### src/hdl/cpu_ready_queue_scheduler_top_macros.svh
// Assertion macros used by the ready-queue scheduler controller.
// No dependencies.
`ifndef CPU_READY_QUEUE_SCHEDULER_TOP_MACROS_SVH
`define CPU_READY_QUEUE_SCHEDULER_TOP_MACROS_SVH
`ifndef NO_ASSERTIONS
`define CRQS_ASSERT(label, clk, rstn, prop, msg) \
  label: assert property (@(posedge clk) disable iff (!rstn) (prop)) else $error(msg);
`define CRQS_ASSERT_NEXT(label, clk, rstn, pre, post, msg) \
  label: assert property (@(posedge clk) disable iff (!rstn) (pre) |=> (post)) else $error(msg);
`else
`define CRQS_ASSERT(label, clk, rstn, prop, msg)
`define CRQS_ASSERT_NEXT(label, clk, rstn, pre, post, msg)
`endif
`endif

### src/hdl/crqs_pkg.sv
// Package for the ready-queue scheduler: policy codes, item kinds and
// controller/datapath command and status structs. No dependencies.
package crqs_pkg;
  localparam logic [1:0] POL_SJF = 2'd0;
  localparam logic [1:0] POL_SRT = 2'd1;
  localparam logic [1:0] POL_RR  = 2'd2;
  localparam logic [1:0] POL_PRI = 2'd3;

  localparam logic KIND_ARRIVAL = 1'b0;
  localparam logic KIND_TICK    = 1'b1;

  typedef enum logic [2:0] {
    CMD_NONE,
    CMD_LOAD,     // latch the input item
    CMD_APPEND,   // write the arrival at the tail
    CMD_SCAN,     // compare one entry against the best so far
    CMD_ROT_READ, // rotate: grab the head
    CMD_SHIFT,    // copy entry idx+1 into idx
    CMD_PUT_TAIL, // rotate: put the held head at the tail
    CMD_RUN       // run the chosen entry, form the result
  } crqs_cmd_e;

  typedef struct packed {
    crqs_cmd_e  op;
    logic [1:0] pol;
  } crqs_cmd_t;

  typedef struct packed {
    logic kind;
    logic full;
    logic empty;
    logic keep;     // shortest job first keeps the running task
    logic scan_end; // scan index reached the last entry
    logic shift_end;
    logic finishing;
  } crqs_stat_t;
endpackage

### src/hdl/crqs_datapath.sv
// Datapath of the ready-queue scheduler: the queue memory, the time counter,
// the scan and shift index, and the result register. Uses crqs_pkg.
module crqs_datapath #(
  parameter int QUEUE_DEPTH = 16,
  parameter int TIME_BITS   = 16
) (
  input  logic                 clk_i,
  input  logic                 rst_ni,
  input  crqs_pkg::crqs_cmd_t  cmd_i,
  output crqs_pkg::crqs_stat_t stat_i_o,
  input  logic                 kind_i,
  input  logic [7:0]           task_tag_i,
  input  logic [4:0]           service_time_i,
  input  logic [3:0]           task_priority_i,
  output logic                 ran_valid_o,
  output logic [7:0]           ran_tag_o,
  output logic                 finished_o,
  output logic [15:0]          turnaround_o,
  output logic [15:0]          waiting_o,
  output logic                 dropped_o
);
  localparam int IW = $clog2(QUEUE_DEPTH);
  localparam int CW = $clog2(QUEUE_DEPTH + 1);

  typedef struct packed {
    logic [7:0]           tag;
    logic [TIME_BITS-1:0] arr;
    logic [4:0]           svc;
    logic [4:0]           rem;
    logic [3:0]           rank;
  } entry_t;

  entry_t mem_q [QUEUE_DEPTH];

  logic [CW-1:0]        occ_q;
  logic                 cur_v_q;
  logic [IW-1:0]        cur_pos_q;
  logic [TIME_BITS-1:0] now_q;
  logic                 kind_q;
  logic [7:0]           tag_q;
  logic [4:0]           svc_q;
  logic [3:0]           pri_q;
  logic [IW-1:0]        idx_q;
  logic [IW-1:0]        best_q;
  logic [4:0]           best_key_q;
  entry_t               hold_q;
  entry_t               sel;
  entry_t               nxt;
  logic [4:0]           key;
  logic [CW-1:0]        idx_ext;
  logic [TIME_BITS-1:0] done_t;
  logic [TIME_BITS-1:0] turn_t;
  logic [TIME_BITS-1:0] wait_t;

  assign idx_ext = CW'(idx_q);
  assign sel     = mem_q[best_q];
  assign nxt     = mem_q[(idx_q == IW'(QUEUE_DEPTH - 1)) ? idx_q : idx_q + 1'b1];

  always_comb begin
    case (cmd_i.pol)
      crqs_pkg::POL_SJF: key = mem_q[idx_q].svc;
      crqs_pkg::POL_SRT: key = mem_q[idx_q].rem;
      default:           key = {1'b0, mem_q[idx_q].rank};
    endcase
  end

  assign done_t = now_q + 1'b1;
  assign turn_t = done_t - sel.arr;
  assign wait_t = turn_t - TIME_BITS'(sel.svc);

  assign stat_i_o.kind      = kind_q;
  assign stat_i_o.full      = (occ_q >= CW'(QUEUE_DEPTH));
  assign stat_i_o.empty     = (occ_q == '0);
  assign stat_i_o.keep      = cur_v_q && (CW'(cur_pos_q) < occ_q);
  assign stat_i_o.scan_end  = (idx_ext + 1'b1 >= occ_q);
  assign stat_i_o.shift_end = (idx_ext + 2'd2 >= occ_q);
  assign stat_i_o.finishing = (sel.rem <= 5'd1);

  // Queue memory: one write port per cycle.
  always_ff @(posedge clk_i) begin
    case (cmd_i.op)
      crqs_pkg::CMD_APPEND:
        if (!stat_i_o.full) begin
          mem_q[occ_q[IW-1:0]] <= '{tag: tag_q, arr: now_q, svc: svc_q, rem: svc_q,
                                    rank: pri_q};
        end
      crqs_pkg::CMD_SHIFT:    mem_q[idx_q] <= nxt;
      crqs_pkg::CMD_PUT_TAIL: mem_q[best_q] <= hold_q;
      crqs_pkg::CMD_RUN:
        if (sel.rem > 5'd1) begin
          mem_q[best_q].rem <= sel.rem - 1'b1;
        end
      default: ;
    endcase
  end

  always_ff @(posedge clk_i or negedge rst_ni) begin
    if (!rst_ni) begin
      occ_q       <= '0;
      cur_v_q     <= 1'b0;
      cur_pos_q   <= '0;
      now_q       <= '0;
      idx_q       <= '0;
      best_q      <= '0;
      ran_valid_o <= 1'b0;
      finished_o  <= 1'b0;
      dropped_o   <= 1'b0;
    end else begin
      case (cmd_i.op)
        crqs_pkg::CMD_LOAD: begin
          kind_q     <= kind_i;
          tag_q      <= task_tag_i;
          svc_q      <= service_time_i;
          pri_q      <= task_priority_i;
          idx_q      <= '0;
          best_q     <= (cur_v_q && cmd_i.pol == crqs_pkg::POL_SJF) ? cur_pos_q : '0;
          best_key_q <= 5'h1f;
        end
        crqs_pkg::CMD_APPEND: begin
          ran_valid_o  <= 1'b0;
          ran_tag_o    <= '0;
          finished_o   <= 1'b0;
          turnaround_o <= '0;
          waiting_o    <= '0;
          dropped_o    <= stat_i_o.full;
          if (!stat_i_o.full) begin
            occ_q <= occ_q + 1'b1;
          end
        end
        crqs_pkg::CMD_SCAN: begin
          if (idx_q == '0 || key < best_key_q) begin
            best_q     <= idx_q;
            best_key_q <= key;
          end
          idx_q <= idx_q + 1'b1;
        end
        crqs_pkg::CMD_ROT_READ: begin
          hold_q <= mem_q[0];
          idx_q  <= '0;
        end
        crqs_pkg::CMD_SHIFT: begin
          idx_q <= idx_q + 1'b1;
          // A rotation keeps the count; only a removal pass shrinks the queue.
          // Round robin always removes the tail, so its shifts are rotations.
          if (stat_i_o.shift_end && cmd_i.pol != crqs_pkg::POL_RR) begin
            occ_q <= occ_q - 1'b1;
          end
        end
        crqs_pkg::CMD_PUT_TAIL: ;
        crqs_pkg::CMD_RUN: begin
          dropped_o <= 1'b0;
          now_q     <= now_q + 1'b1;
          if (stat_i_o.empty) begin
            ran_valid_o  <= 1'b0;
            ran_tag_o    <= '0;
            finished_o   <= 1'b0;
            turnaround_o <= '0;
            waiting_o    <= '0;
          end else begin
            ran_valid_o <= 1'b1;
            ran_tag_o   <= sel.tag;
            finished_o  <= stat_i_o.finishing;
            if (stat_i_o.finishing) begin
              turnaround_o <= 16'(turn_t);
              waiting_o    <= 16'(wait_t);
              cur_v_q      <= 1'b0;
              cur_pos_q    <= '0;
              idx_q        <= best_q;
              // A removed last entry needs no shift pass.
              if (CW'(best_q) + 1'b1 >= occ_q) begin
                occ_q <= occ_q - 1'b1;
              end
            end else begin
              turnaround_o <= '0;
              waiting_o    <= '0;
              cur_v_q      <= 1'b1;
              cur_pos_q    <= best_q;
            end
          end
        end
        default: ;
      endcase
      if (cmd_i.op == crqs_pkg::CMD_ROT_READ) begin
        best_q <= IW'(occ_q - 1'b1);
      end
    end
  end
endmodule

### src/hdl/crqs_ctrl.sv
// Controller of the ready-queue scheduler: sequences load, append, scan, rotate,
// run and removal steps. Uses crqs_pkg and the assertion macro header.
`include "cpu_ready_queue_scheduler_top_macros.svh"
module crqs_ctrl (
  input  logic                 clk_i,
  input  logic                 rst_ni,
  input  logic                 in_valid_i,
  output logic                 in_ready_o,
  output logic                 out_valid_o,
  input  logic                 out_ready_i,
  input  logic [1:0]           policy_i,
  input  crqs_pkg::crqs_stat_t stat_i,
  output crqs_pkg::crqs_cmd_t  cmd_o
);
  typedef enum logic [2:0] {
    S_IDLE, S_DISPATCH, S_SCAN, S_ROT, S_PUT, S_RUN, S_SHIFT, S_OUT
  } state_e;

  state_e state_q;

  assign in_ready_o   = (state_q == S_IDLE);
  assign cmd_o.pol    = policy_i;

  always_comb begin
    unique case (state_q)
      S_IDLE:     cmd_o.op = in_valid_i ? crqs_pkg::CMD_LOAD : crqs_pkg::CMD_NONE;
      S_DISPATCH: cmd_o.op = (stat_i.kind == crqs_pkg::KIND_ARRIVAL) ? crqs_pkg::CMD_APPEND :
                             (stat_i.empty || (policy_i == crqs_pkg::POL_SJF && stat_i.keep))
                             ? crqs_pkg::CMD_RUN :
                             (policy_i == crqs_pkg::POL_RR) ? crqs_pkg::CMD_ROT_READ :
                             crqs_pkg::CMD_SCAN;
      S_SCAN:     cmd_o.op = crqs_pkg::CMD_SCAN;
      S_ROT:      cmd_o.op = stat_i.scan_end ? crqs_pkg::CMD_NONE : crqs_pkg::CMD_SHIFT;
      S_PUT:      cmd_o.op = crqs_pkg::CMD_PUT_TAIL;
      S_RUN:      cmd_o.op = crqs_pkg::CMD_RUN;
      S_SHIFT:    cmd_o.op = stat_i.scan_end ? crqs_pkg::CMD_NONE : crqs_pkg::CMD_SHIFT;
      S_OUT:      cmd_o.op = crqs_pkg::CMD_NONE;
      default:    cmd_o.op = crqs_pkg::CMD_NONE;
    endcase
  end

  always_ff @(posedge clk_i or negedge rst_ni) begin
    if (!rst_ni) begin
      state_q     <= S_IDLE;
      out_valid_o <= 1'b0;
    end else begin
      unique case (state_q)
        S_IDLE:
          if (in_valid_i) begin
            state_q <= S_DISPATCH;
          end
        S_DISPATCH:
          unique case (cmd_o.op)
            crqs_pkg::CMD_APPEND: begin
              state_q     <= S_OUT;
              out_valid_o <= 1'b1;
            end
            crqs_pkg::CMD_RUN:      state_q <= stat_i.finishing && !stat_i.empty ? S_SHIFT : S_OUT;
            crqs_pkg::CMD_ROT_READ: state_q <= S_ROT;
            default:                state_q <= stat_i.scan_end ? S_RUN : S_SCAN;
          endcase
        S_SCAN:
          if (stat_i.scan_end) begin
            state_q <= S_RUN;
          end
        S_ROT:
          if (stat_i.shift_end) begin
            state_q <= S_PUT;
          end
        S_PUT:   state_q <= S_RUN;
        S_RUN:   state_q <= stat_i.finishing ? S_SHIFT : S_OUT;
        S_SHIFT:
          if (stat_i.shift_end) begin
            state_q <= S_OUT;
          end
        S_OUT: begin
          out_valid_o <= 1'b1;
          if (out_valid_o && out_ready_i) begin
            out_valid_o <= 1'b0;
            state_q     <= S_IDLE;
          end
        end
        default: state_q <= S_IDLE;
      endcase
    end
  end

  `CRQS_ASSERT(a_out_only_in_out, clk_i, rst_ni, !out_valid_o || state_q == S_OUT, "result shown outside output state")
  `CRQS_ASSERT(a_ready_not_busy, clk_i, rst_ni, !(in_ready_o && out_valid_o), "input taken while result waits")
  `CRQS_ASSERT_NEXT(a_accept_dispatch, clk_i, rst_ni, in_valid_i && in_ready_o, state_q == S_DISPATCH, "accepted item not dispatched")
endmodule

### src/hdl/cpu_ready_queue_scheduler_top.sv
// Ready-queue CPU scheduler: four policies over a queue of QUEUE_DEPTH tasks.
// An arrival is appended at the tail, or dropped if the queue is full. A tick,
// unless the queue is empty or shortest job first keeps the running task, scans or
// rotates the queue one entry a cycle, runs the chosen task and, when it finishes,
// shifts it out of the queue memory. Only one item is in flight at a time.
// Reset (rst_ni low, asynchronous) empties the queue, clears time and sets
// the policy to shortest job first; queue entries themselves are not cleared.
module cpu_ready_queue_scheduler_top #(
  parameter int QUEUE_DEPTH = 16,
  parameter int TIME_BITS   = 16
) (
  input  logic        clk_i,
  input  logic        rst_ni,
  input  logic        cfg_we_i,
  input  logic [1:0]  cfg_wdata_i,
  input  logic        in_valid_i,
  output logic        in_ready_o,
  input  logic        kind_i,
  input  logic [7:0]  task_tag_i,
  input  logic [4:0]  service_time_i,
  input  logic [3:0]  task_priority_i,
  output logic        out_valid_o,
  input  logic        out_ready_i,
  output logic        ran_valid_o,
  output logic [7:0]  ran_tag_o,
  output logic        finished_o,
  output logic [15:0] turnaround_o,
  output logic [15:0] waiting_o,
  output logic        dropped_o
);
  // The policy register is written directly; write it only while idle (not enforced).
  logic [1:0] policy_q;
  crqs_pkg::crqs_cmd_t  cmd;
  crqs_pkg::crqs_stat_t stat;

  always_ff @(posedge clk_i or negedge rst_ni) begin
    if (!rst_ni) begin
      policy_q <= crqs_pkg::POL_SJF;
    end else if (cfg_we_i) begin
      policy_q <= cfg_wdata_i;
    end
  end

  // The controller steps through the transfer; the datapath holds the queue.
  crqs_ctrl u_ctrl (
    .clk_i       (clk_i),
    .rst_ni      (rst_ni),
    .in_valid_i  (in_valid_i),
    .in_ready_o  (in_ready_o),
    .out_valid_o (out_valid_o),
    .out_ready_i (out_ready_i),
    .policy_i    (policy_q),
    .stat_i      (stat),
    .cmd_o       (cmd)
  );

  crqs_datapath #(
    .QUEUE_DEPTH (QUEUE_DEPTH),
    .TIME_BITS   (TIME_BITS)
  ) u_dp (
    .clk_i           (clk_i),
    .rst_ni          (rst_ni),
    .cmd_i           (cmd),
    .stat_i_o        (stat),
    .kind_i          (kind_i),
    .task_tag_i      (task_tag_i),
    .service_time_i  (service_time_i),
    .task_priority_i (task_priority_i),
    .ran_valid_o     (ran_valid_o),
    .ran_tag_o       (ran_tag_o),
    .finished_o      (finished_o),
    .turnaround_o    (turnaround_o),
    .waiting_o       (waiting_o),
    .dropped_o       (dropped_o)
  );
endmodule
### config.mk
export PLATFORM = sky130hd
export DESIGN_NAME = cpu_ready_queue_scheduler_top
export DESIGN_NICKNAME = d
export VERILOG_FILES = /design/src/hdl/crqs_pkg.sv /design/src/hdl/crqs_datapath.sv /design/src/hdl/crqs_ctrl.sv /design/src/hdl/cpu_ready_queue_scheduler_top.sv
export VERILOG_INCLUDE_DIRS = /design/src /design/src/hdl
export SDC_FILE = /design/constraint.sdc
export NUM_CORES = 1
export LEC_CHECK = 0
export BUFFER_PORTS_ARGS = -buffer_cell sky130_fd_sc_hd__buf_2
export CAP_MARGIN = 10
export CORE_MARGIN = 2
export CORE_UTILIZATION = 45
export DETAILED_ROUTE_END_ITERATION = 12
export SYNTH_ARGS = -nofsm -noshare
export SYNTH_HDL_FRONTEND = slang
export SYNTH_SLANG_ARGS = --single-unit
export TNS_END_PERCENT = 30
### constraint.sdc
create_clock -name clk_i -period 6.42 [get_ports clk_i]
set_input_delay 0.321 -clock clk_i [delete_from_list [all_inputs] [get_ports clk_i]]
set_output_delay 0.321 -clock clk_i [all_outputs]
set_load 0.01 [all_outputs]
==> flow_metrics.env, run 1 <==
export IMPL_setup_viol=0
export IMPL_root_buffer="clkbuf_16"
export IMPL_finalPower_mw=25.0
export IMPL_grt_antenna_before_repair=1
export IMPL_cts_buffers=80
export IMPL_max_cap_violations=0
export IMPL_seq_power_share_pct=33.9
export IMPL_worst_slew_pin_slew_ns=1.26
export IMPL_layout_commonest_cell="edfxtp_1"
export IMPL_ir_worst_vdd_uv=424
export IMPL_viasPerCell=6.55
export IMPL_ys_types=74
export IMPL_area_growth_pct=13.5
export IMPL_synth_edf_count=709
export IMPL_clockPowerShare_pct=18.0
export IMPL_core_area_um2=83300
export IMPL_stdcell_count=3552
export IMPL_yosys_warnings=0
export IMPL_cp_slowest_cell="dfrtp_4"
export IMPL_intPower_mw=15.1
export IMPL_grt_setup_unrepaired="false"
export IMPL_drive_gt1_share_pct=29.4
export IMPL_p_comb_share_pct=48.1
export IMPL_power_density_nw_per_um2=583
export IMPL_initial_core_util_pct=45.3
export IMPL_rows=106
export IMPL_seq_area_frac_synth_pct=59.3
export IMPL_end_kind="flip-flop"
export IMPL_dp_hpwl_um=65600
export IMPL_ant_nets=0
export IMPL_switching_share_pct=39.4
export IMPL_gp_congestion=0.892
export IMPL_seqCellArea_um2=22400
export IMPL_post_cts_buffers=0
export IMPL_crit_top_cell="mux4_2"
export IMPL_die_y_um=294
export IMPL_first_pass_iters=5
export IMPL_relSlewSlack_pct=15.6
export IMPL_period_share_pct=84.3
export IMPL_path_cells="buf_12, buf_4, mux4_2, mux4_2, inv_1, ha_1, o21ai_0, a21boi_0, o21a_1, nor3_1, nand3_1, nor4b_1, xnor2_1, nor2_1"
export IMPL_grt_pass1_wl_um=159000
export IMPL_outcome="finished clean"
export IMPL_nets=2492
export IMPL_avgSynthCellArea_um2=16.5
export IMPL_wire_per_inst_um=30.3
export IMPL_clk_pin_slew_ns=0.06
export IMPL_tritoncts="done"
export IMPL_synth_fp_nets=2362
export IMPL_whs_ns=0.0808
export IMPL_port_buffer_count=69
export IMPL_fillers=6689
export IMPL_switching_power_mw=9.83
export IMPL_placedCellCount=3388
export IMPL_place_ws_ns=0.953
export IMPL_slew_violations=0
export IMPL_min_path_type="input port to flip-flop"
export IMPL_grt_max_degree=74
export IMPL_post_synth_inst_count=2284
export IMPL_arrival_ns=5.76
export IMPL_synth_area_um2=37700
export IMPL_drt_total_wl_um=108000
export IMPL_ys_seq_elements=752
export IMPL_clkLatencyLatePin_ns=0.65
export IMPL_die_area_um2=86200
export IMPL_grt_pass1_vias=23400
export IMPL_async_flop_share_pct=5.72
export IMPL_finalCriticalPeriod_ns=5.41
export IMPL_ctsLongestPathBuffers=3
export IMPL_drc=0
export IMPL_htree_levels=3
export IMPL_diodes=0
export IMPL_drt_iter0_markers=2863
export IMPL_fin_skew_ns=0.0324
export IMPL_setup_slack_ns=1.01
export IMPL_hold_viol_final=0
export IMPL_final_cell_mix="edfxtp_1, mux4_2, nand2_1"
export IMPL_routed_wl_met2_um=50700
export IMPL_vias=23300
export IMPL_ys_flop_type="edfxtp_1"
export IMPL_crit_type="flip-flop to flip-flop"
export IMPL_grt_use_total_pct=25.3
export IMPL_cts_sinks=752
export IMPL_leakagePower_nw=14.1
export IMPL_dr_wl_met3_um=10200
export IMPL_met1_length_um=44000
export IMPL_worst_path_buf_inv=3
export IMPL_topRoutingLayerUsed="met5"
export IMPL_fmax_ghz=0.185
export IMPL_die_x_um=294
export IMPL_fin_util_pct=51.4
export IMPL_ios=70
export IMPL_multi_input_area_um2=14800
export IMPL_gr_total_overflow=0
export IMPL_cp_max_fo=33
export IMPL_start_kind="flip-flop"
export IMPL_max_stage_delay_ns=0.90
export IMPL_path_delay_family="multiplexers"
export IMPL_worstPathRequired_ns=6.77
==> area by class of cell <==
cell class | instances | share of cell area (%)
Clock buffer | 107 | 5.05
Sequential cell | 752 | 52.3
Timing Repair Buffer | 206 | 3.75
Multi-Input combinational cell | 1329 | 34.5
Clock inverter | 33 | 0.841
Inverter | 45 | 0.394
Tap cell | 1080 | 3.16
==> metal layers <==
layer  vias up  GRT usage (%)
li1       9621              -
met1     12200           36.1
met2      1297           39.8
met3       166           5.13
met4         2           6.92
met5         -              0
==> state kept, by name (all words and copies together), names as in the netlist, 2 cells and up <==
register,flops
policy_q,2
u_ctrl.state_q,3
u_dp.best_key_q,5
u_dp.best_q,4
u_dp.cur_pos_q,4
u_dp.hold_q,38
u_dp.idx_q,4
u_dp.mem_q,608
u_dp.now_q,16
u_dp.occ_q,5
u_dp.pri_q,4
u_dp.ran_tag_o,8
u_dp.svc_q,5
u_dp.tag_q,8
u_dp.turnaround_o,16
u_dp.waiting_o,16
==> worst register-to-register path, cell delays in order (launching register included) <==
cell,delay [ns]
dfrtp_4,0.90
buf_12,0.37
buf_4,0.50
mux4_2,0.58
mux4_2,0.50
inv_1,0.24
ha_1,0.32
o21ai_0,0.13
a21boi_0,0.17
o21a_1,0.21
nor3_1,0.39
nand3_1,0.20
nor4b_1,0.38
xnor2_1,0.17
nor2_1,0.06
==> what timing repair did <==
| item | in CTS | in global routing |
|---|---|---|
| endpoints found under the hold margin | 63 | 0 |
| resized for setup | 0 | 0 |
| hold buffers | 23 | 0 |
==> logic make-up after synthesis <==
family	Yosys count	synth area share, %
flip-flops	752	59.3
multiplexers	408	23.5
XOR/XNOR	69	1.62
adder cells (fa/ha/maj)	53	1.80
AO/OA/AOI/OAI	319	5.67
buffers and inverters	203	2.24
AND/OR/NAND/NOR	480	5.88
==> cell usage after synthesis, types with 24 or more instances <==
library cell | number | share of area (%)
mux4_2 | 382 | 23
a211oi_1 | 32 | 0.64
ha_1 | 51 | 1.7
buf_2 | 43 | 0.57
buf_1 | 26 | 0.26
nor2_1 | 85 | 0.85
o21ai_0 | 66 | 0.88
edfxtp_1 | 709 | 56
inv_1 | 44 | 0.44
dfrtp_1 | 43 | 2.9
clkbuf_1 | 84 | 0.84
nand2_1 | 224 | 2.2
a21oi_1 | 68 | 0.90
and3_1 | 24 | 0.40
and2_1 | 31 | 0.51
xnor2_1 | 40 | 0.93
nand3_1 | 26 | 0.34
xor2_1 | 28 | 0.65
a311oi_1 | 29 | 0.67
==> power groups by stage <==
stage	clock [mW]	combinational [mW]	sequential, mW
2_1_floorplan	0	7.98	8.33
3_3_place_gp	0	11.7	8.50
3_5_place_dp	0	11.9	8.56
4_1_cts	4.56	12.0	8.46
5_1_grt	4.77	12.9	8.55
6_report	4.49	12.0	8.47
==> final timing paths <==
check	startpoint	end	slack [ns]	cells after the start
min in group asynchronous	rst_ni	u_dp.occ_q[4]	0.32	3
hold reg to reg	u_dp.mem_q[0][31]	u_dp.hold_q[31]	0.46	0
setup reg to reg	u_dp.best_q[0]	u_dp.waiting_o[13]	1.01	14
max in group asynchronous	rst_ni	u_dp.best_q[0]	5.60	3
hold / removal	out_ready_i	u_ctrl.out_valid_o	0.08	4
setup / recovery	u_dp.best_q[0]	u_dp.waiting_o[13]	1.01	14
==> metrics by stage <==
stage                     TNS [ns]  instance area, um2
final                            0               42800
after global routing             0               42800
after CTS                        0               42800
after global placement           0               40100
after floorplan              -1.59               37700
after detailed placement         0               40100
(Power assumes the default switching activity.)
==> run 2, diff against run 1 <==
Clock period 6.42 ns to 5.1 ns, I/O delays scaled along.
==> flow_metrics.env, run 2 (same netlist as run 1, synthesis figures left out) <==
export IMPL_wire_per_inst_um=30.3
export IMPL_tritoncts="done"
export IMPL_finalPower_mw=32.1
export IMPL_worst_r2r_endpoint="u_dp.waiting_o[15]"
export IMPL_reg_largest_list="u_dp.mem_q: 608 flops, u_dp.hold_q: 38 flops"
export IMPL_fmax_ghz=0.208
export IMPL_drc=0
export IMPL_start_kind="flip-flop"
export IMPL_outcome="finished clean"
export IMPL_setup_slack_ns=0.285
export IMPL_drt_total_wl_um=110000
export IMPL_clk_pin_slew_ns=0.06
export IMPL_worstPathRequired_ns=5.47
export IMPL_relSlewSlack_pct=28.2
export IMPL_port_buffer_count=69
export IMPL_finalCriticalPeriod_ns=4.82
export IMPL_drt_iter0_markers=2626
export IMPL_htree_levels=3
export IMPL_core_area_um2=83300
export IMPL_slew_violations=0
export IMPL_grt_pass1_wl_um=162000
export IMPL_rows=106
export IMPL_leakagePower_nw=14.6
export IMPL_hold_depth=6
export IMPL_whs_ns=0.133
export IMPL_gr_total_overflow=0
export IMPL_first_pass_iters=5
export IMPL_crit_type="flip-flop to flip-flop"
export IMPL_max_cap_violations=0
export IMPL_drive_gt1_share_pct=31.6
export IMPL_diodes=0
export IMPL_largest_register_ff_count=608
export IMPL_die_x_um=294
export IMPL_area_growth_pct=15.8
export IMPL_layout_commonest_cell="edfxtp_1"
export IMPL_die_y_um=294
export IMPL_arrival_ns=5.19
export IMPL_final_cell_mix="edfxtp_1, mux4_2, nand2_1"
export IMPL_ios=70
export IMPL_fin_util_pct=52.5
export IMPL_r2r_worst_path_cells=14
export IMPL_initial_core_util_pct=45.3
export IMPL_cts_sinks=752
export IMPL_worst_slew_pin_slew_ns=1.08
export IMPL_cp_max_fo=21
export IMPL_end_kind="flip-flop"
export IMPL_grt_use_total_pct=25.7
export IMPL_period_share_pct=94.4
export IMPL_regToRegStartpoint="u_dp.best_q[1]"
export IMPL_grt_pass1_vias=23600
export IMPL_ctsLongestPathBuffers=3
export IMPL_cts_buffers=82
export IMPL_dp_hpwl_um=69100
export IMPL_root_buffer="clkbuf_16"
export IMPL_clkLatencyLatePin_ns=0.66
export IMPL_setup_viol=0
export IMPL_r2r_slack_ns=0.28
export IMPL_worstHoldStart="in_valid_i"
export IMPL_hold_viol_final=0
export IMPL_die_area_um2=86200
export IMPL_ir_worst_vdd_uv=407
export IMPL_grt_max_degree=45
export IMPL_top_register="u_dp.mem_q"
export IMPL_grt_antenna_before_repair=0
export IMPL_min_to="u_ctrl.state_q[0]"
export IMPL_min_path_type="input port to flip-flop"
export IMPL_gp_congestion=0.934
export IMPL_viasPerCell=6.58
export IMPL_vias=23900
export IMPL_place_ws_ns=0.0726
export IMPL_fin_skew_ns=0.0267
export IMPL_grt_setup_unrepaired="false"
export IMPL_nets=2561
export IMPL_power_density_nw_per_um2=735
export IMPL_ant_nets=0
[run 2: cell count changes in the layout (fill, tap and decap cells not counted), moves of 8 or more]
cell and delta:
buf_4 +46, buf_12 +20, clkbuf_1 -10, clkinv_1 +8
[run 2: power by group]
group / switching, mW / internal, mW
Combinational: 9.39 / 6.42
Clock: 2.52 / 3.30
Sequential: 0.640 / 9.86
[run 2: timing repair]
action	in CTS	in global routing
resized for setup	0	1
endpoints found under the hold margin	65	0
endpoints found under the setup margin	0	176
hold buffers	24	0
buffers inserted	0	5
[run 2: worst max-delay path by stage]
stage | slack [ns] | from | cells after the start | to
floorplan | -0.63 | u_dp.idx_q[1] | 16 | u_dp.mem_q[15][0]
global placement | 0.17 | u_dp.best_q[0] | 10 | u_dp.mem_q[6][7]
detailed placement | 0.07 | u_dp.best_q[0] | 10 | u_dp.mem_q[9][7]
CTS | 0.08 | u_dp.best_q[0] | 10 | u_dp.mem_q[5][7]
global route | 0.02 | u_dp.best_q[1] | 11 | u_dp.mem_q[9][12]
finish | 0.28 | u_dp.best_q[1] | 14 | u_dp.waiting_o[15]
[run 2: worst max-delay path, cell delays in order (launching register included)]
cell       delay (ns)
dfrtp_4          0.59
buf_4            0.38
mux4_2           0.37
mux4_2           0.48
inv_1            0.15
ha_1             0.33
o21a_1           0.24
o2111ai_1        0.29
o21ai_1          0.14
xor2_1           0.21
nor3_1           0.32
or4b_1           0.51
nor3b_1          0.27
xor2_1           0.18
nor2_1           0.06
[run 2: through the flow]
step           std cells  area [um2]  TNS (ns)
2_1_floorplan       2284       37800   -162.90
3_3_place_gp        3450       40800         0
3_5_place_dp        3450       40800         0
4_1_cts             3623       43600         0
5_1_grt             3628       43700         0
6_report            3628       43700         0
[run 2: layer usage]
layer  global-route usage (%)  share of wire (%)
met1                     36.6                 41
met2                     40.6                 47
met4                     7.75                2.8
met3                     4.92                9.0
met5                        0                  0
[run 2: area by class of cell]
type,count,area (um2)
clock inverter,54,502
inverter,45,169
sequential,752,22400
multi-input combinational,1329,14800
timing repair buffer,273,2370
clock buffer,95,2110
fill,6592,39600
tap,1080,1350
